===== config.mk =====
export PLATFORM = sky130hd
export DESIGN_NAME = mat_cell
export DESIGN_NICKNAME = d
export VERILOG_FILES = /design/src/hw/rtl/multistep_attack_tracker_macros.svh /design/src/hw/rtl/mat_pkg.sv /design/src/hw/rtl/mat_cell.sv
export SDC_FILE = /design/constraint.sdc
export NUM_CORES = 1
export LEC_CHECK = 0
export ABC_AREA = 1
export BUFFER_PORTS_ARGS = -buffer_cell sky130_fd_sc_hd__buf_2
export CAP_MARGIN = 5
export CELL_PAD_IN_SITES_DETAIL_PLACEMENT = 1
export CELL_PAD_IN_SITES_GLOBAL_PLACEMENT = 2
export CORE_MARGIN = 2
export CORE_UTILIZATION = 28
export DETAILED_ROUTE_END_ITERATION = 12
export PLACE_DENSITY = 0.87
export SYNTH_ARGS = -nofsm -noshare
export SYNTH_HDL_FRONTEND = slang
export SYNTH_SLANG_ARGS = --single-unit

===== constraint.sdc =====
create_clock -name clk -period 3.47 [get_ports clk]
set_clock_uncertainty 0.15 [all_clocks]
set_input_delay 0.1735 -clock clk [delete_from_list [all_inputs] [get_ports clk]]
set_output_delay 0.1735 -clock clk [all_outputs]
set_load 0.05 [all_outputs]

===== src/hw/rtl/multistep_attack_tracker_macros.svh =====
// ---------------------------------------------------------------------------
// multistep_attack_tracker_macros.svh
// Assertion macros for the multistep attack tracker.
// ---------------------------------------------------------------------------
`ifndef MULTISTEP_ATTACK_TRACKER_MACROS_SVH
`define MULTISTEP_ATTACK_TRACKER_MACROS_SVH

`ifndef SYNTHESIS

// Same-cycle implication.
`define MAT_ASSERT_IMPLIES(label, clk, rst_n, ante, cons) \
  label: assert property (@(posedge clk) disable iff (!rst_n) (ante) |-> (cons)) \
    else $error("assertion failed: same-cycle implication");

// Next-cycle implication.
`define MAT_ASSERT_NEXT(label, clk, rst_n, ante, cons) \
  label: assert property (@(posedge clk) disable iff (!rst_n) (ante) |=> (cons)) \
    else $error("assertion failed: next-cycle implication");

`else

`define MAT_ASSERT_IMPLIES(label, clk, rst_n, ante, cons)
`define MAT_ASSERT_NEXT(label, clk, rst_n, ante, cons)

`endif

`endif


===== src/hw/rtl/mat_pkg.sv =====
// ---------------------------------------------------------------------------
// mat_pkg
// Types and constants shared by the multistep attack tracker.
// ---------------------------------------------------------------------------
package mat_pkg;

  localparam int HOST_W = 32;
  localparam int KIND_W = 2;

  typedef enum logic [KIND_W-1:0] {
    EV_AUTH     = 2'd0,
    EV_HTTP_ZIP = 2'd1,
    EV_FTP_ZIP  = 2'd2,
    EV_OTHER    = 2'd3
  } event_kind_t;

  // Lookup request as it walks down the cell row.
  typedef struct packed {
    logic              vld;
    event_kind_t       kind;
    logic [HOST_W-1:0] host;
    logic              hit;
    logic              free_seen;
    logic              alarm;
  } req_t;

  typedef struct packed {
    logic              alarm;
    logic [HOST_W-1:0] alarm_host;
    logic              table_full;
    logic              bad_event;
  } result_t;

endpackage


===== src/hw/rtl/mat_cell.sv =====
// ---------------------------------------------------------------------------
// mat_cell
// One table slot: compares the passing request, updates its own entry and
// hands the request on to the next slot.
// ---------------------------------------------------------------------------
module mat_cell #(
  parameter int IDX_W    = 6,
  parameter int CELL_IDX = 0
) (
  input  logic                      clk,
  input  logic                      rst_n,
  input  mat_pkg::req_t             req_i,
  input  logic [IDX_W-1:0]          free_idx_i,
  output mat_pkg::req_t             req_o,
  output logic [IDX_W-1:0]          free_idx_o,
  input  logic                      wr_en,
  input  logic [IDX_W-1:0]          wr_idx,
  input  logic [mat_pkg::HOST_W-1:0] wr_host
);
  import mat_pkg::*;

  logic              valid_r, valid_nxt;
  logic [HOST_W-1:0] host_r, host_nxt;
  logic              stage_r, stage_nxt;
  req_t              req_r, req_nxt;
  logic [IDX_W-1:0]  idx_r, idx_nxt;
  logic              match;
  logic              wr_hit;

  always_comb begin
    match     = req_i.vld && valid_r && (host_r == req_i.host);
    wr_hit    = wr_en && (wr_idx == IDX_W'(CELL_IDX));
    valid_nxt = valid_r;
    host_nxt  = host_r;
    stage_nxt = stage_r;
    req_nxt   = req_i;
    idx_nxt   = free_idx_i;

    if (wr_hit) begin
      valid_nxt = 1'b1;
      host_nxt  = wr_host;
      stage_nxt = 1'b0;
    end

    if (match) begin
      req_nxt.hit = 1'b1;
      case (req_i.kind)
        EV_HTTP_ZIP: begin
          if (!stage_r) stage_nxt = 1'b1;
        end
        EV_FTP_ZIP: begin
          // complete the sequence: free the slot
          if (stage_r) begin
            valid_nxt     = 1'b0;
            req_nxt.alarm = 1'b1;
          end
        end
        default: ;
      endcase
    end

    // note the lowest free slot
    if (req_i.vld && !valid_r && !req_i.free_seen) begin
      req_nxt.free_seen = 1'b1;
      idx_nxt           = IDX_W'(CELL_IDX);
    end
  end

  always_ff @(posedge clk) begin
    if (!rst_n) begin
      valid_r <= 1'b0;
      req_r   <= '0;
    end else begin
      valid_r <= valid_nxt;
      req_r   <= req_nxt;
    end
  end

  always_ff @(posedge clk) begin
    host_r  <= host_nxt;
    stage_r <= stage_nxt;
    idx_r   <= idx_nxt;
  end

  assign req_o      = req_r;
  assign free_idx_o = idx_r;

endmodule

==> reports/qor.txt <==
TIMING
-------------------------------------------------------------------------------------------------
Max-slew violation count                                                                        0
Final Critical Period                                                                    1.693 ns
Number of endpoints with negative hold slack in the final report                                0
Hold WS                                                                                 0.2385 ns
Unrepaired setup endpoints after global routing                                             false
Final setup violating endpoints                                                                 0
Setup total negative slack                                                                   0 ns
Portion of the clock cycle consumed by the worst path in the final layout                  48.78%
Relative slew margins                                                                      52.68%
Worst-margin pin slew                                                                   0.7097 ns
Highest clock frequency the design can meet                                             590.8 MHz

CELLS AND AREA
-------------------------------------------------------------------------------------------------
Sequential Area                                                                          1882 µm²
Total of fill cells in the finished design                                                   1354
Commonest cells after routing, fill and taps aside                                   sky130_fd_sc_hd__nand2_1 (136), sky130_fd_sc_hd__buf_2 (128), sky130_fd_sc_hd__inv_1 (93)
Area of all placed cells without fillers                                                 5040 µm²
End-of-flow core utilization                                                               46.09%
Nets                                                                                          689
Most common cell after layout, fill and taps aside                                   sky130_fd_sc_hd__nand2_1
Area taken by multi-input logic gates                                                   894.6 µm²
Layout cells sized above 1                                                                 24.79%
Antenna Diode Count                                                                             0
Synthesis-to-layout area growth                                                            59.65%

CLOCKING
-------------------------------------------------------------------------------------------------
Source-to-sink clock delay at the later pin of the worst-skew pair                        0.34 ns
Clock input transition at the sequential cells of the worst setup and hold paths          0.06 ns
Root buffer cell                                                                     sky130_fd_sc_hd__clkbuf_16
CTS tree                                                                                      yes
Number of buffers inserted by hold repair at cts                                               76
H-tree depth reported by CTS                                                                    3
Total clock sinks                                                                              78
Number of buffers created by CTS                                                                9
Cts repair resizes                                                                              0
Buffer count from post-CTS setup fixing                                                         0
Clock buffer depth                                                                              2

GLOBAL ROUTING
-------------------------------------------------------------------------------------------------
GR Layer Usage met1                                                                        17.58%
Maximum number of pins on one net before global-route repair                                   38
Global-route track usage on met2                                                           29.54%
Most used routing layer in global routing                                                    met2
Wire length of the first global-routing pass                                             14700 µm
Global-route track usage on met3                                                           5.703%
Overall fraction of global-route tracks in use                                             16.39%
Via count of the first global-routing pass                                                   3260
Grt total ovfl                                                                                  0
Antenna violations before repair                                                                0

WORST SETUP PATH
-------------------------------------------------------------------------------------------------
Library cell contributing the largest single delay on the critical path              sky130_fd_sc_hd__dlygate4sd3_1
CP max stage delay                                                                        0.55 ns
Most frequent cell on the critical path                                              sky130_fd_sc_hd__nor2_2
Type of the setup path with the least slack                                          input pin to register
Startpoint kind of the worst setup timing path                                          input pin
Req. time, crit path                                                                      3.60 ns
Capturing element type of the critical path                                              register
CP cell instances                                                                    dlygate4sd3_1 > buf_2 > xnor2_1 > nand2_1 > nor3_1 > nand3b_1 > nor2_2 > nor2_1 > nor2_2
CP Data Arrival Time                                                                      1.82 ns
Maximum fanout along the worst path                                                             3

ROUTE
-------------------------------------------------------------------------------------------------
Detailed Route WL                                                                         9469 µm
Detail-routed via count per cell                                                            4.124
Detailed-router iteration count before antenna repair                                           4
Remaining DRCs                                                                                  0
Number of nets with antenna violations after routing                                            0
Count of vias placed by the detailed router                                                  3089
DR WL/cell                                                                               12.64 µm
DR iter-0 viols                                                                                61

FLOORPLANNING
-------------------------------------------------------------------------------------------------
IO Count                                                                                      129
CORE AREA                                                                               10940 µm²
Rows                                                                                           38
Starting Density                                                                           28.87%
Horizontal extent of the die                                                             110.2 µm
Die area                                                                                12140 µm²
Die height                                                                               110.2 µm

LOGIC SYNTHESIS
-------------------------------------------------------------------------------------------------
Yosys warnings                                                                                  0
Area share of the leading cell type in the synthesized netlist                             30.44%
Proportion of synthesized chip area in sequential cells                                    59.61%
Net Count, Synth                                                                              477
Register bit total from synthesis                                                              78
Cell types with the largest area share after synthesis                               sky130_fd_sc_hd__edfxtp_1 (30%), sky130_fd_sc_hd__dfxtp_1 (29%), sky130_fd_sc_hd__nand2_1 (16%)
Synthesized area                                                                         3157 µm²
Synthesized area divided by synthesized cell count                                      8.053 µm²
Post-synth top area cell                                                             sky130_fd_sc_hd__edfxtp_1
Post-synthesis cell count                                                                     392
Number of distinct library cell variants in the gate-level netlist after synthesis             22

PLACEMENT
-------------------------------------------------------------------------------------------------
Final weighted congestion in routability-driven placement                                  0.7648
Area of placed instances                                                                 3964 µm²
Buffers on Ports                                                                              128
Final HPWL from detailed placement                                                        6681 µm

POWER AND IR DROP
-------------------------------------------------------------------------------------------------
Leakage power                                                                            2.782 nW
Net load switching power                                                              0.0005720 W
Clock network power share                                                                   42.8%
Register share of total power                                                               42.6%
P per Cell Area                                                                      464.4 nW/µm²
Internal power                                                                         0.001768 W
Power share of the combinational group                                                      14.7%
Worst IR drop on VDD                                                                    0.2524 mV
Net switching share of the total power                                                     24.44%

WORST HOLD PATH
-------------------------------------------------------------------------------------------------
Tightest Hold Check Type                                                             input pin to register

FLOW RUN
-------------------------------------------------------------------------------------------------
Max_cap viols                                                                                   0

OUTCOME
-------------------------------------------------------------------------------------------------
Outcome                                                                              finished clean

## worst paths after layout
| check | from | end | slack (ns) | depth (start not counted) |
|---|---|---|---|---|
| worst max register to register | host_r[24] | req_o[2] | 1.92 | 7 |
| worst max-delay path | req_i[15] | req_o[2] | 1.78 | 9 |
| worst min-delay path | rst_n | req_o[29] | 0.24 | 3 |
| worst min register to register | stage_r | stage_r | 0.35 | 2 |
## registers in the layout, summed over array words and instances, names as in the netlist
register    cells
stage_r         1
req_o          38
valid_r         1
host_r         32
free_idx_o      6
## logic make-up after synthesis
logic type	share of synthesized area, %
AOI/OAI and AO/OA	1.228
xor gates and xnor gates	1.665
buffers and inverters	12.05
DFF	59.61
and+or+nand+nor	25.45
## stage by stage
stage	power, W	setup slack [ns]	cells
finish	0.002340	1.777	749
global route	0.002440	1.655	749
CTS	0.002375	1.785	749
detailed placement	0.001292	1.818	657
global placement	0.001283	1.847	657
floorplan	0.001186	1.736	392
## cell type report
type	instances	area share (%)
sequential	78	37.34
timing repair buffer	205	27.95
multi-input combinational	213	17.75
inverter	97	7.224
clock buffer	11	4.816
tap	140	3.476
clock inverter	5	1.440
## synth_stat cells
cell type and n:
sky130_fd_sc_hd__inv_2 3, sky130_fd_sc_hd__nand3b_1 2, sky130_fd_sc_hd__nor2_2 2, sky130_fd_sc_hd__nor4_1 1, sky130_fd_sc_hd__xnor2_1 6, sky130_fd_sc_hd__or2_2 3
sky130_fd_sc_hd__clkinv_1 1, sky130_fd_sc_hd__dfxtp_1 46, sky130_fd_sc_hd__edfxtp_1 32, sky130_fd_sc_hd__o21ai_1 1, sky130_fd_sc_hd__buf_2 1, sky130_fd_sc_hd__nand2_1 136
sky130_fd_sc_hd__nor3_1 2, sky130_fd_sc_hd__buf_1 3, sky130_fd_sc_hd__nand3_1 8, sky130_fd_sc_hd__o21ai_0 1, sky130_fd_sc_hd__nand4_1 5, sky130_fd_sc_hd__nor2_1 39
sky130_fd_sc_hd__a21oi_1 4, sky130_fd_sc_hd__o21ai_2 1, sky130_fd_sc_hd__or2_1 2, sky130_fd_sc_hd__inv_1 93
## worst max-delay path: cells and delay by family
family / cells / cell delay [ns]
and+or+nand+nor: 6 / 0.70
buffers and inverters: 2 / 0.70
xor gates and xnor gates: 1 / 0.25
## layer usage
metal	vias up	wire length [µm]
li1	1571	-
met1	1414	3883
met2	89	4869
met3	15	537
met4	0	179
met5	-	0
## power groups by stage
stage                     logic (W)  clock network, W  registers (W)
after detailed placement   0.000276                 0        0.00102
after global placement     0.000269                 0        0.00101
final                      0.000343           0.00100       0.000996
after CTS                  0.000344           0.00103       0.000996
after global routing       0.000375           0.00107       0.000999
after floorplan           0.0000692                 0        0.00112
(Power assumes the default switching activity.)
